==> src/rtl/core/tshl_pkg.sv <==
package tshl_pkg;

    // ring geometry
    localparam int HISTORY_DEPTH = 8;
    localparam int PTR_W         = $clog2(HISTORY_DEPTH);
    localparam int CNT_W         = $clog2(HISTORY_DEPTH + 1);

    // field widths
    localparam int TIME_W   = 64;
    localparam int ACC_W    = 32;
    localparam int CFG_W    = 32;
    localparam int CMD_W    = 2;
    localparam int CFG_IDX_W = 1;

    // stream word widths, padded to whole bytes
    localparam int IN_BITS      = TIME_W + 1 + 3 * ACC_W;
    localparam int IN_TDATA_W   = ((IN_BITS + 7) / 8) * 8;
    localparam int OUT_BITS     = 1 + 3 + 1 + 3 * ACC_W;
    localparam int OUT_TDATA_W  = ((OUT_BITS + 7) / 8) * 8;

    // register reset values
    localparam logic [CFG_W-1:0] MAX_FRESH_RST = CFG_W'(20000);
    localparam logic [CFG_W-1:0] HOLD_LIMIT_RST = CFG_W'(100000);

    typedef enum logic [CFG_IDX_W-1:0] {
        REG_MAX_FRESH  = 1'b0,
        REG_HOLD_LIMIT = 1'b1
    } cfg_reg_t;

    typedef enum logic [CMD_W-1:0] {
        CMD_CAPTURE = 2'd0,
        CMD_LOOKUP  = 2'd1,
        CMD_CLEAR   = 2'd2
    } cmd_t;

    typedef enum logic [2:0] {
        OUT_FRESH      = 3'd0,
        OUT_INVALID    = 3'd1,
        OUT_STALE      = 3'd2,
        OUT_NONE       = 3'd3,
        OUT_NOT_LOOKUP = 3'd4
    } outcome_t;

    // one ring entry; time in the lowest bits, same layout as the input word
    typedef struct packed {
        logic signed [ACC_W-1:0] az;
        logic signed [ACC_W-1:0] ay;
        logic signed [ACC_W-1:0] ax;
        logic                    ok;
        logic [TIME_W-1:0]       ts;
    } entry_t;

    // age check of one entry against the query time
    typedef struct packed {
        logic causal;
        logic fresh;
        logic holdable;
    } verdict_t;

    typedef struct packed {
        logic             busy;
        logic [CNT_W-1:0] fill;
    } status_t;

endpackage

==> src/rtl/core/tshl_ram.sv <==
module tshl_ram #(
    parameter int DEPTH = 8,
    parameter int WIDTH = 32
) (
    input  logic                     clk,
    input  logic                     we,
    input  logic [$clog2(DEPTH)-1:0] waddr,
    input  logic [WIDTH-1:0]         wdata,
    input  logic                     re,
    input  logic [$clog2(DEPTH)-1:0] raddr,
    output logic [WIDTH-1:0]         rdata
);

    logic [WIDTH-1:0] mem_reg [DEPTH];
    logic [WIDTH-1:0] rdata_reg;

    always_ff @(posedge clk)
    begin
        if (we)
        begin
            mem_reg[waddr] <= wdata;
        end
        if (re)
        begin
            rdata_reg <= mem_reg[raddr];
        end
    end

    assign rdata = rdata_reg;

endmodule

==> src/rtl/core/tshl_age_chk.sv <==
module tshl_age_chk (
    input  logic [tshl_pkg::TIME_W-1:0] entry_ts,
    input  logic [tshl_pkg::TIME_W-1:0] query_ts,
    input  logic [tshl_pkg::CFG_W-1:0]  fresh_lim,
    input  logic [tshl_pkg::CFG_W-1:0]  hold_lim,
    output tshl_pkg::verdict_t          verdict
);

    logic [tshl_pkg::TIME_W-1:0] age;
    logic                        age_hi_zero;

    // age only matters for causal entries, so the wrap of the subtract is harmless
    assign age         = query_ts - entry_ts;
    assign age_hi_zero = (age[tshl_pkg::TIME_W-1:tshl_pkg::CFG_W] == '0);

    assign verdict.causal   = (entry_ts <= query_ts);
    assign verdict.fresh    = age_hi_zero && (age[tshl_pkg::CFG_W-1:0] <= fresh_lim);
    assign verdict.holdable = age_hi_zero && (age[tshl_pkg::CFG_W-1:0] <= hold_lim);

endmodule

==> src/rtl/core/tshl_engine.sv <==
module tshl_engine (
    input  logic                              clk,
    input  logic                              rst_n,
    input  logic                              s_tvalid,
    output logic                              s_tready,
    input  logic [tshl_pkg::CMD_W-1:0]        s_tuser,
    input  logic [tshl_pkg::IN_TDATA_W-1:0]   s_tdata,
    output logic                              m_tvalid,
    input  logic                              m_tready,
    output logic [tshl_pkg::OUT_TDATA_W-1:0]  m_tdata,
    input  logic [tshl_pkg::CFG_W-1:0]        fresh_lim,
    input  logic [tshl_pkg::CFG_W-1:0]        hold_lim,
    output tshl_pkg::status_t                 status
);

    typedef enum logic [1:0] {
        ST_IDLE,
        ST_WALK,
        ST_DONE
    } state_t;

    localparam logic [tshl_pkg::PTR_W-1:0] LAST_SLOT =
        tshl_pkg::PTR_W'(tshl_pkg::HISTORY_DEPTH - 1);
    localparam logic [tshl_pkg::CNT_W-1:0] FULL_CNT =
        tshl_pkg::CNT_W'(tshl_pkg::HISTORY_DEPTH);

    state_t                              state_reg, state_next;
    logic [tshl_pkg::PTR_W-1:0]          wp_reg, wp_next;
    logic [tshl_pkg::CNT_W-1:0]          fill_reg, fill_next;
    logic [tshl_pkg::TIME_W-1:0]         last_ts_reg, last_ts_next;
    logic                                last_ok_reg, last_ok_next;
    logic                                have_last_reg, have_last_next;
    logic [tshl_pkg::TIME_W-1:0]         query_reg, query_next;
    logic [tshl_pkg::PTR_W-1:0]          rd_idx_reg, rd_idx_next;
    logic [tshl_pkg::CNT_W-1:0]          rem_reg, rem_next;
    logic                                found_reg, found_next;
    logic                                res_stored_reg, res_stored_next;
    tshl_pkg::outcome_t                  res_outcome_reg, res_outcome_next;
    logic                                res_present_reg, res_present_next;
    logic signed [tshl_pkg::ACC_W-1:0]   res_ax_reg, res_ax_next;
    logic signed [tshl_pkg::ACC_W-1:0]   res_ay_reg, res_ay_next;
    logic signed [tshl_pkg::ACC_W-1:0]   res_az_reg, res_az_next;
    logic                                m_tvalid_reg, m_tvalid_next;
    logic [tshl_pkg::OUT_TDATA_W-1:0]    m_tdata_reg, m_tdata_next;

    tshl_pkg::entry_t                    in_entry;
    tshl_pkg::entry_t                    wr_entry;
    tshl_pkg::entry_t                    rd_entry;
    tshl_pkg::verdict_t                  verdict;
    logic                                cap_store;
    logic [tshl_pkg::PTR_W-1:0]          start_idx;
    logic [tshl_pkg::PTR_W-1:0]          prev_idx;
    logic [tshl_pkg::PTR_W-1:0]          wp_inc;
    logic                                walk_first;
    logic                                walk_take;
    logic                                ram_we;
    logic                                ram_re;
    logic [tshl_pkg::PTR_W-1:0]          ram_raddr;

    assign in_entry = tshl_pkg::entry_t'(s_tdata[tshl_pkg::IN_BITS-1:0]);

    // invalid samples are kept with zeroed acceleration
    always_comb
    begin
        wr_entry    = in_entry;
        if (!in_entry.ok)
        begin
            wr_entry.ax = '0;
            wr_entry.ay = '0;
            wr_entry.az = '0;
        end
    end

    assign cap_store = (in_entry.ts != '0) &&
                       !(have_last_reg && (in_entry.ts == last_ts_reg) &&
                         (in_entry.ok == last_ok_reg));

    assign wp_inc    = (wp_reg == LAST_SLOT) ? '0 : wp_reg + 1'b1;
    assign start_idx = (wp_reg == '0) ? LAST_SLOT : wp_reg - 1'b1;
    assign prev_idx  = (rd_idx_reg == '0) ? LAST_SLOT : rd_idx_reg - 1'b1;

    tshl_ram #(
        .DEPTH (tshl_pkg::HISTORY_DEPTH),
        .WIDTH ($bits(tshl_pkg::entry_t))
    ) u_ram (
        .clk   (clk),
        .we    (ram_we),
        .waddr (wp_reg),
        .wdata (wr_entry),
        .re    (ram_re),
        .raddr (ram_raddr),
        .rdata (rd_entry)
    );

    tshl_age_chk u_age_chk (
        .entry_ts  (rd_entry.ts),
        .query_ts  (query_reg),
        .fresh_lim (fresh_lim),
        .hold_lim  (hold_lim),
        .verdict   (verdict)
    );

    assign walk_first = verdict.causal && !found_reg;
    assign walk_take  = verdict.causal && rd_entry.ok &&
                        ((walk_first && verdict.fresh) || verdict.holdable);

    always_comb
    begin
        state_next       = state_reg;
        wp_next          = wp_reg;
        fill_next        = fill_reg;
        last_ts_next     = last_ts_reg;
        last_ok_next     = last_ok_reg;
        have_last_next   = have_last_reg;
        query_next       = query_reg;
        rd_idx_next      = rd_idx_reg;
        rem_next         = rem_reg;
        found_next       = found_reg;
        res_stored_next  = res_stored_reg;
        res_outcome_next = res_outcome_reg;
        res_present_next = res_present_reg;
        res_ax_next      = res_ax_reg;
        res_ay_next      = res_ay_reg;
        res_az_next      = res_az_reg;
        m_tvalid_next    = m_tvalid_reg && !m_tready;
        m_tdata_next     = m_tdata_reg;
        ram_we           = 1'b0;
        ram_re           = 1'b0;
        ram_raddr        = prev_idx;

        unique case (state_reg)
            ST_IDLE:
            begin
                if (s_tvalid)
                begin
                    res_stored_next  = 1'b0;
                    res_outcome_next = tshl_pkg::OUT_NOT_LOOKUP;
                    res_present_next = 1'b0;
                    res_ax_next      = '0;
                    res_ay_next      = '0;
                    res_az_next      = '0;
                    state_next       = ST_DONE;
                    unique case (s_tuser)
                        tshl_pkg::CMD_CAPTURE:
                        begin
                            if (cap_store)
                            begin
                                ram_we          = 1'b1;
                                wp_next         = wp_inc;
                                fill_next       = (fill_reg == FULL_CNT) ? fill_reg
                                                                         : fill_reg + 1'b1;
                                last_ts_next    = in_entry.ts;
                                last_ok_next    = in_entry.ok;
                                have_last_next  = 1'b1;
                                res_stored_next = 1'b1;
                            end
                        end
                        tshl_pkg::CMD_LOOKUP:
                        begin
                            res_outcome_next = tshl_pkg::OUT_NONE;
                            query_next       = in_entry.ts;
                            found_next       = 1'b0;
                            rem_next         = fill_reg;
                            rd_idx_next      = start_idx;
                            ram_re           = 1'b1;
                            ram_raddr        = start_idx;
                            if (fill_reg != '0)
                            begin
                                state_next = ST_WALK;
                            end
                        end
                        tshl_pkg::CMD_CLEAR:
                        begin
                            wp_next        = '0;
                            fill_next      = '0;
                            last_ts_next   = '0;
                            last_ok_next   = 1'b0;
                            have_last_next = 1'b0;
                        end
                        default:
                        begin
                        end
                    endcase
                end
            end
            ST_WALK:
            begin
                // data of rd_idx_reg arrives; next older entry is fetched meanwhile
                ram_re      = 1'b1;
                rd_idx_next = prev_idx;
                rem_next    = rem_reg - 1'b1;
                if (verdict.causal)
                begin
                    found_next = 1'b1;
                end
                if (walk_first)
                begin
                    if (!rd_entry.ok)
                    begin
                        res_outcome_next = tshl_pkg::OUT_INVALID;
                    end
                    else if (!verdict.fresh)
                    begin
                        res_outcome_next = tshl_pkg::OUT_STALE;
                    end
                    else
                    begin
                        res_outcome_next = tshl_pkg::OUT_FRESH;
                    end
                end
                if (walk_take)
                begin
                    res_present_next = 1'b1;
                    res_ax_next      = rd_entry.ax;
                    res_ay_next      = rd_entry.ay;
                    res_az_next      = rd_entry.az;
                end
                // nothing later can change the result once data is chosen
                if (walk_take || (rem_reg == tshl_pkg::CNT_W'(1)))
                begin
                    state_next = ST_DONE;
                end
            end
            ST_DONE:
            begin
                if (!m_tvalid_reg || m_tready)
                begin
                    m_tvalid_next = 1'b1;
                    m_tdata_next  = tshl_pkg::OUT_TDATA_W'({res_az_reg, res_ay_reg,
                                                            res_ax_reg, res_present_reg,
                                                            res_outcome_reg,
                                                            res_stored_reg});
                    state_next    = ST_IDLE;
                end
            end
            default:
            begin
                state_next = ST_IDLE;
            end
        endcase
    end

    always_ff @(posedge clk or negedge rst_n)
    begin
        if (!rst_n)
        begin
            state_reg     <= ST_IDLE;
            wp_reg        <= '0;
            fill_reg      <= '0;
            last_ts_reg   <= '0;
            last_ok_reg   <= 1'b0;
            have_last_reg <= 1'b0;
            m_tvalid_reg  <= 1'b0;
        end
        else
        begin
            state_reg     <= state_next;
            wp_reg        <= wp_next;
            fill_reg      <= fill_next;
            last_ts_reg   <= last_ts_next;
            last_ok_reg   <= last_ok_next;
            have_last_reg <= have_last_next;
            m_tvalid_reg  <= m_tvalid_next;
        end
    end

    always_ff @(posedge clk)
    begin
        query_reg       <= query_next;
        rd_idx_reg      <= rd_idx_next;
        rem_reg         <= rem_next;
        found_reg       <= found_next;
        res_stored_reg  <= res_stored_next;
        res_outcome_reg <= res_outcome_next;
        res_present_reg <= res_present_next;
        res_ax_reg      <= res_ax_next;
        res_ay_reg      <= res_ay_next;
        res_az_reg      <= res_az_next;
        m_tdata_reg     <= m_tdata_next;
    end

    assign s_tready    = (state_reg == ST_IDLE);
    assign m_tvalid    = m_tvalid_reg;
    assign m_tdata     = m_tdata_reg;
    assign status.busy = (state_reg != ST_IDLE);
    assign status.fill = fill_reg;

endmodule

==> src/rtl/core/timestamped_sample_history_lookup_unit.sv <==
// History of the latest timestamped three-axis acceleration samples with a causal
// lookup. A capture word (tuser 0) writes its sample into the next ring slot,
// acceleration zeroed when sample_ok is low; it is dropped (stored 0) when its
// timestamp is zero or when timestamp and validity both repeat the last capture.
// A lookup word (tuser 1) walks the ring newest-first from a single-port-read
// synchronous RAM, one entry a cycle, skipping entries newer than the query time;
// the first entry at or before the query time sets the outcome (fresh, invalid,
// stale), and otherwise the newest valid entry no older than hold_limit_us is
// returned as held data. A clear word (tuser 2) empties the ring; tuser 3 changes
// nothing. Every word gives exactly one result word. Capture, clear and the unused
// code go from acceptance to the DONE state and on to the result; a lookup first
// walks up to HISTORY_DEPTH ring entries (8 by default) in the WALK state, the walk
// reading one RAM entry per cycle. A new word is taken once the previous one has
// its result queued in the output register, even while that result is still
// waiting for m_tready. Registers are to be written only while the unit is idle;
// the unit does not enforce this, and there is no read-back.
module timestamped_sample_history_lookup_unit (
    input  logic                                 clk,
    input  logic                                 rst_n,
    // input words
    input  logic                                 s_tvalid,
    output logic                                 s_tready,
    input  logic [tshl_pkg::CMD_W-1:0]           s_tuser,  // cmd
    // time_us, sample_ok, accel_x_in, accel_y_in, accel_z_in, zero pad
    input  logic [tshl_pkg::IN_TDATA_W-1:0]      s_tdata,
    // result words
    output logic                                 m_tvalid,
    input  logic                                 m_tready,
    // stored, outcome, data_present, accel_x_out, accel_y_out, accel_z_out, zero pad
    output logic [tshl_pkg::OUT_TDATA_W-1:0]     m_tdata,
    // register writes: 0 max_fresh_age_us, 1 hold_limit_us
    input  logic                                 cfg_we,
    input  logic [tshl_pkg::CFG_IDX_W-1:0]       cfg_index,
    input  logic [tshl_pkg::CFG_W-1:0]           cfg_data
);

    logic [tshl_pkg::CFG_W-1:0] max_fresh_reg;
    logic [tshl_pkg::CFG_W-1:0] hold_limit_reg;
    tshl_pkg::status_t          status;

    // configuration registers
    always_ff @(posedge clk or negedge rst_n)
    begin
        if (!rst_n)
        begin
            max_fresh_reg  <= tshl_pkg::MAX_FRESH_RST;
            hold_limit_reg <= tshl_pkg::HOLD_LIMIT_RST;
        end
        else if (cfg_we)
        begin
            unique case (cfg_index)
                tshl_pkg::REG_MAX_FRESH:  max_fresh_reg  <= cfg_data;
                tshl_pkg::REG_HOLD_LIMIT: hold_limit_reg <= cfg_data;
                default:
                begin
                end
            endcase
        end
    end

    // sequencer, ring RAM and age check
    tshl_engine u_engine (
        .clk       (clk),
        .rst_n     (rst_n),
        .s_tvalid  (s_tvalid),
        .s_tready  (s_tready),
        .s_tuser   (s_tuser),
        .s_tdata   (s_tdata),
        .m_tvalid  (m_tvalid),
        .m_tready  (m_tready),
        .m_tdata   (m_tdata),
        .fresh_lim (max_fresh_reg),
        .hold_lim  (hold_limit_reg),
        .status    (status)
    );

    // fill count saturates at the ring depth
    a_fill_bound: assert property (@(posedge clk) disable iff (!rst_n)
        status.fill <= tshl_pkg::CNT_W'(tshl_pkg::HISTORY_DEPTH))
        else $error("fill count beyond ring depth");

    // one word in flight at a time
    a_busy_after_accept: assert property (@(posedge clk) disable iff (!rst_n)
        (s_tvalid && s_tready) |=> status.busy)
        else $error("unit idle right after accepting a word");

    // no data carried means zero acceleration fields
    a_zero_when_absent: assert property (@(posedge clk) disable iff (!rst_n)
        (m_tvalid && !m_tdata[4]) |-> (m_tdata[100:5] == '0))
        else $error("acceleration present without data_present");

    // a stored capture never reports lookup content
    a_stored_not_lookup: assert property (@(posedge clk) disable iff (!rst_n)
        (m_tvalid && m_tdata[0]) |->
            ((m_tdata[3:1] == tshl_pkg::OUT_NOT_LOOKUP) && !m_tdata[4]))
        else $error("stored flag on a lookup result");

    // data is returned only for a lookup that found a causal entry
    a_present_outcome: assert property (@(posedge clk) disable iff (!rst_n)
        (m_tvalid && m_tdata[4]) |->
            ((m_tdata[3:1] == tshl_pkg::OUT_FRESH) ||
             (m_tdata[3:1] == tshl_pkg::OUT_INVALID) ||
             (m_tdata[3:1] == tshl_pkg::OUT_STALE)))
        else $error("data present with a non-causal outcome");

endmodule

==> config.mk <==
export PLATFORM = sky130hd
export DESIGN_NAME = timestamped_sample_history_lookup_unit
export DESIGN_NICKNAME = d
export VERILOG_FILES = /design/src/rtl/core/tshl_pkg.sv /design/src/rtl/core/tshl_ram.sv /design/src/rtl/core/tshl_age_chk.sv /design/src/rtl/core/tshl_engine.sv /design/src/rtl/core/timestamped_sample_history_lookup_unit.sv
export SDC_FILE = /design/constraint.sdc
export NUM_CORES = 2
export LEC_CHECK = 0
export BUFFER_PORTS_ARGS = -buffer_cell sky130_fd_sc_hd__buf_2
export CORE_ASPECT_RATIO = 0.6
export CORE_MARGIN = 5
export CORE_UTILIZATION = 45
export DETAILED_ROUTE_END_ITERATION = 10
export PLACE_DENSITY_LB_ADDON = 0.15
export SETUP_SLACK_MARGIN = 0.15
export SYNTH_ARGS = -nofsm -noshare
export SYNTH_HDL_FRONTEND = slang
export SYNTH_SLANG_ARGS = --single-unit
export TNS_END_PERCENT = 10
==> constraint.sdc <==
create_clock -name clk -period 23.1 [get_ports clk]
set_input_delay 3.465 -clock clk [delete_from_list [all_inputs] [get_ports clk]]
set_output_delay 3.465 -clock clk [all_outputs]
set_load 0.02 [all_outputs]
---- Yosys cells after proc, flatten, opt, wreduce, memory -nomap -nowiden ----
Memories as Yosys holds them, arrays and structs flattened. A register that Yosys moved wholly into a read port is not among the register bits.
Index checks and enable logic that the tools add are counted.
W data, S select, Z words.
storage, ports and cells
  output and inout port bits .............. 106
  memories kept ........................... 1
  bits in writable memories ............... 1288
  input bits .............................. 208
  word-level logic and storage cells ...... 148
  register bits after elaboration ......... 414
memories
  memory                  depth  width  read ports  clocked after Yosys merged registers in  wr ports  RTL line        text
  u_engine.u_ram.mem_reg  8      161    1           1                                        1         tshl_ram.sv:14  logic [WIDTH-1:0] mem_reg [DEPTH];
operators by class
  reduce and logical (&&, ||, !) cells .... 38
  bitwise operators ....................... 1
  $lt $le $gt $ge ......................... 3
  equal/unequal tests ..................... 18
  muxes and demuxes ....................... 61
  add/sub/neg operators ................... 6
operator list
  cell                  count
  $pmux W32 S2          3
  $mux W32              4
  $pmux W64 S2          1
  $mux W96              1
  $eq A64 B64 Y1        1
  $le A32 B32 Y1        2
  $le A64 B64 Y1        1
  $mux W64              1
  $reduce_bool A64 Y1   1
  $sub A64 B64 Y64      1
  $mux W3               13
  $logic_not A32 Y1     1
  $pmux W3 S2           3
  $mux W1               17
  $mux W4               4
  $pmux W4 S2           2
  $reduce_and A3 Y1     5
  $ne A2 B1 Y1 const B  7
  $mux W2               6
  $logic_and A1 B1 Y1   10
  $pmux W1 S2           5
  $reduce_and A2 Y1     4
  $reduce_and A4 Y1     2
  $logic_not A3 Y1      2
  19 further kinds      30

---- Depth between registers and ports, before layout ----
  depth in word-level cells ............... 11
  gate-level depth with buffers ........... 23
  mapped depth without buffers ............ 22

---- Hierarchy ----
A second synthesis with hierarchy kept.
unflattened totals
  cells, all modules ...................... 4230
  area, all modules ....................... 76945.0 µm²
by module, submodules not included
  module                                  instances  cells each  sequential area each (µm²)  area each (µm²)
  tshl_ram                                1          2035        43511.7                     53684.0
  tshl_engine                             1          1033        10129.7                     14305.0
  tshl_age_chk                            1          1025        0.0                         6516.2
  timestamped_sample_history_lookup_unit  1          137         1615.3                      2439.8

---- Least setup slack after synthesis ----
OpenSTA, ideal clock, no wires.
  kind .................................... input to register
  start point ............................. in s_tdata[64] (netlist bit)
  end point ............................... mem u_engine.u_ram.mem_reg[2][0] (netlist bit), enable pin
  arrival ................................. 16.004 ns
  cell stages on the path ................. 12
  buffers on the path ..................... 3
  setup time .............................. 0.879 ns
  data required time ...................... 22.221 ns
  setup slack ............................. 6.218 ns
  path through ............................ clkbuf_1 -> xor2_1 -> nor4_1 -> nand3_1 -> nor4_1 -> a21oi_1 -> nor3b_1 -> and2_1 -> clkbuf_1 -> clkbuf_1 -> nand2_1 -> nor3_1
on the way
  word-level cells in the longest chain between the ends .. 10
RTL lines
  item                           RTL line                                      text
  start, declared                timestamped_sample_history_lookup_unit.sv:25  input logic [tshl_pkg::IN_TDATA_W-1:0] s_tdata,
  $eq A1 B1 Y1                   tshl_engine.sv:76                             (in_entry.ok == last_ok_reg));
  $logic_and A1 B1 Y1            tshl_engine.sv:75                             !(have_last_reg && (in_entry.ts == last_ts_reg) &&
  $logic_not A1 Y1               tshl_engine.sv:75
  $logic_and A1 B1 Y1            tshl_engine.sv:74                             assign cap_store = (in_entry.ts != '0) &&
  $mux W1                        tshl_engine.sv:146                            if (cap_store)
  $mux W1                        tshl_engine.sv:143                            unique case (s_tuser)
  $mux W1                        tshl_engine.sv:134                            if (s_tvalid)
  $mux W1                        tshl_engine.sv:131                            unique case (state_reg)
  $mux W1                        tshl_ram.sv:19                                if (we)
  $mux W1 (not written as such)  tshl_ram.sv:21                                mem_reg[waddr] <= wdata;
  end, declared                  tshl_ram.sv:14
Every way passes these cells.

---- Worst setup path after layout ----
  start point ............................. in s_tdata[3] (netlist bit)
  end point ............................... mem u_engine.u_ram.mem_reg[6][137] (netlist bit), enable pin
on the way
  word-level cells in the longest chain between the ends .. 11
  elaborated cells between the ends (all ways) .. 12
  classes of those cells .................. 1 x eq/ne; 6 x mux; 5 x reduce/logical
RTL lines
  item                               RTL line
  $eq A64 B64 Y1                     tshl_engine.sv:75
  $logic_and A1 B1 Y1 (2 in series)  tshl_engine.sv:75
  $logic_not A1 Y1                   tshl_engine.sv:75
  $logic_and A1 B1 Y1 *              tshl_engine.sv:74
  $mux W1 *                          tshl_engine.sv:146
  $mux W1 *                          tshl_engine.sv:143
  $mux W1 *                          tshl_engine.sv:134
  $mux W1 *                          tshl_engine.sv:131
  $mux W1 *                          tshl_ram.sv:19
  $mux W1 (not written as such) *    tshl_ram.sv:21
Every way passes the cells marked *; elsewhere a longest branch is shown, timed or not.

==> reports/metrics.cfg <==
[status]
status=finished clean

[detailed_routing]
post_drt_wl_per_cell_um=23.2
vias=48600
firstDrtPassIters=5
drc=0
drt-vias-per-instance=5.53
drtIter0Drc=4822
routed_wl_um=204000
ant_nets=0

[sta]
tns_ns=0
final-max-slew-violation-count=0
hold_viol_final=0
worst_pin_slew_ns=1.24
max_freq_ghz=0.100
worst_clock_skew_ns=0.0796
setup-violations-final=0
rsz0062_at_grt=false
layout_setup_ws_ns=13.13
fin_hold_ws_ns=0.408
fin_crit_ns=9.97
slew_headroom_pct=16.3
min_period_over_period_pct=43.2

[placement]
portBuffers=303
dp_cells=8479
place.gp.congestion=0.922
placed_cell_area_mm2=0.0809
place.detailed.hpwl_um=114000
dpl_worst_slack_ns=12.45

[layout]
drive_gt1_share_pct=10.5
synthToLayoutAreaGrowth_pct=12.1
final_area_mm2=0.0864
largest_reg_flops=1288
fin_util_pct=50.9
instances_no_fill=8799
final_nets=6748

[clock_tree]
clk_pin_slew_ns=0.06
cts_tree=built
postCtsSetupBuffers=0
ctsHoldBuffers=0
clockBufferDepth=4
clockRootBuffer=clkbuf_16
clkLatencyLatePin_ns=0.83
h-tree-depth=4
numCtsBuffers=181
cts_resized=0
cts.sinks=1863

[synth]
synthArstFlopShare_pct=7.51
syn_avg_cell_area_um2=12.5
synth.area.mux_share_pct=0.631
yosys_warnings=0
synth_seq_cells=1863
synth_area_mm2=0.0771
synth-simple-area-share_pct=16.7
yosys_most_used_dff=edfxtp_1
synth_cell_types=82
synth_edf_count=1723
synth_xor_xnor_area_share_pct=1.07
seq_area_frac_synth_pct=71.7
synth_compound_area_share_pct=5.09
synthAdderAreaFrac_pct=2.26
synthCells=6187
synth_top_family_by_area=simple AND/OR/NAND/NOR gates

[die]
fp.dieArea_mm2=0.180
die_width_um=544
rows=117
die_height_um=331
initial_core_util_pct=45.4
core_mm2=0.170
num_io_pins=314

[critical_path]
critPathMaxFanout=71
worst_setup_path_end_kind=register
critPathKind=input pin to register
worst_ep_required_time_ns=23.49
crit_path_start_kind=input pin
worstPathArrival_ns=10.36

[min_path]
hp-class=register to register

[grt]
first_global_vias=46500
grt-ovfl-total=0
grt_first_pass_wirelength_um=303000
met3_usage_pct=4.90
grt_max_degree=187
met2_usage_pct=32.7
antenna_found_initial=18
use_met1_pct=34.2
track_usage_pct=22.3
busiest_layer=met1

[power_and_ir_drop]
peakVddDrop_uv=297
p_leak_nw=31.9
p_per_area_mw_per_mm2=136
p_total_mw=11.8

[run]
cap_viol_max_count=0

cell usage after synthesis (54+ instances only):
| cell type | number | share of area (%) |
|---|---|---|
| edfxtp_1 | 1723 | 67 |
| nand2_1 | 1599 | 7.8 |
| a22o_1 | 68 | 0.77 |
| nor2_1 | 95 | 0.46 |
| nand4_1 | 54 | 0.44 |
| a21oi_1 | 120 | 0.78 |
| inv_1 | 180 | 0.88 |
| and2_1 | 195 | 1.6 |
| nand3_1 | 819 | 5.3 |
| clkbuf_1 | 281 | 1.4 |
| ha_1 | 138 | 2.2 |
| xor2_1 | 55 | 0.62 |
| dfrtp_1 | 129 | 4.2 |
| o21ai_0 | 268 | 1.7 |
final cells by class:
class | instances | area [um2]
Tap cell | 2261 | 2830
Timing Repair Buffer | 363 | 2110
Clock inverter | 87 | 696
Multi-Input combinational cell | 3812 | 20100
Sequential cell | 1863 | 55300
Inverter | 180 | 678
Fill cell | 14600 | 83500
Antenna cell | 6 | 15.0
Clock buffer | 227 | 4810
report_power, final:
part	internal, mW	total, mW	switching (mW)	leakage (nW)
Clock	1.58	2.82	1.24	2.68
Combinational	1.33	4.51	3.18	11.7
Sequential	4.29	4.43	0.140	17.5
routing by layer:
metal | up-vias | part of all wire, %
met1 | 24300 | 47
met3 | 252 | 7.4
met4 | 6 | 1.8
met5 | - | 0.023
li1 | 22600 | -
met2 | 1512 | 44
critical path, cell delays in order:
cell	delay, ns
buf_2	0.27
xor2_1	0.68
nor4_1	0.30
nand4b_1	0.25
nor4_1	0.15
a21oi_1	0.65
nor3b_1	0.32
and2_2	0.18
buf_4	0.64
nand2_1	0.42
nor2_4	0.91
buf_4	0.68
buf_4	0.72
buf_4	0.63
placed cells by master, fill, tap and decap left out, drive strengths merged, types with 56 or more instances in the layout:
cell	Yosys	layout
o21ai	287	287
nor2	97	97
buf	53	363
a22o	68	68
inv	180	183
edfxtp	1723	1723
nand4	56	56
dfrtp	129	129
clkinv	0	68
nand2	1601	1601
clkbuf	281	227
a21oi	121	121
ha	138	138
and2	196	196
nand3	820	820
cells by family after synthesis:
logic type               Yosys count
AND/OR/NAND/NOR                 2895
flip-flops                      1863
AO/OA/AOI/OAI                    637
buffers and inverters            514
adder cells (fa/ha/maj)          139
XOR/XNOR                          94
multiplexers                      44
other                              1
final timing paths:
check | start | to | slack [ns] | cells after the start
hold reg to reg | u_engine.res_az_reg[2] | u_engine.m_tdata[71] | 0.41 | 0
min in group asynchronous | rst_n | u_engine.fill_reg[1] | 2.64 | 1
setup / recovery | s_tdata[3] | u_engine.u_ram.mem_reg[6][137] | 13.13 | 14
setup reg to reg | u_engine.u_ram.rdata[6] | u_engine.res_az_reg[18] | 14.75 | 22
max in group asynchronous | rst_n | u_engine.last_ts_reg[27] | 18.99 | 2
hold / removal | u_engine.res_az_reg[2] | u_engine.m_tdata[71] | 0.41 | 0
(Power assumes the default switching activity.)
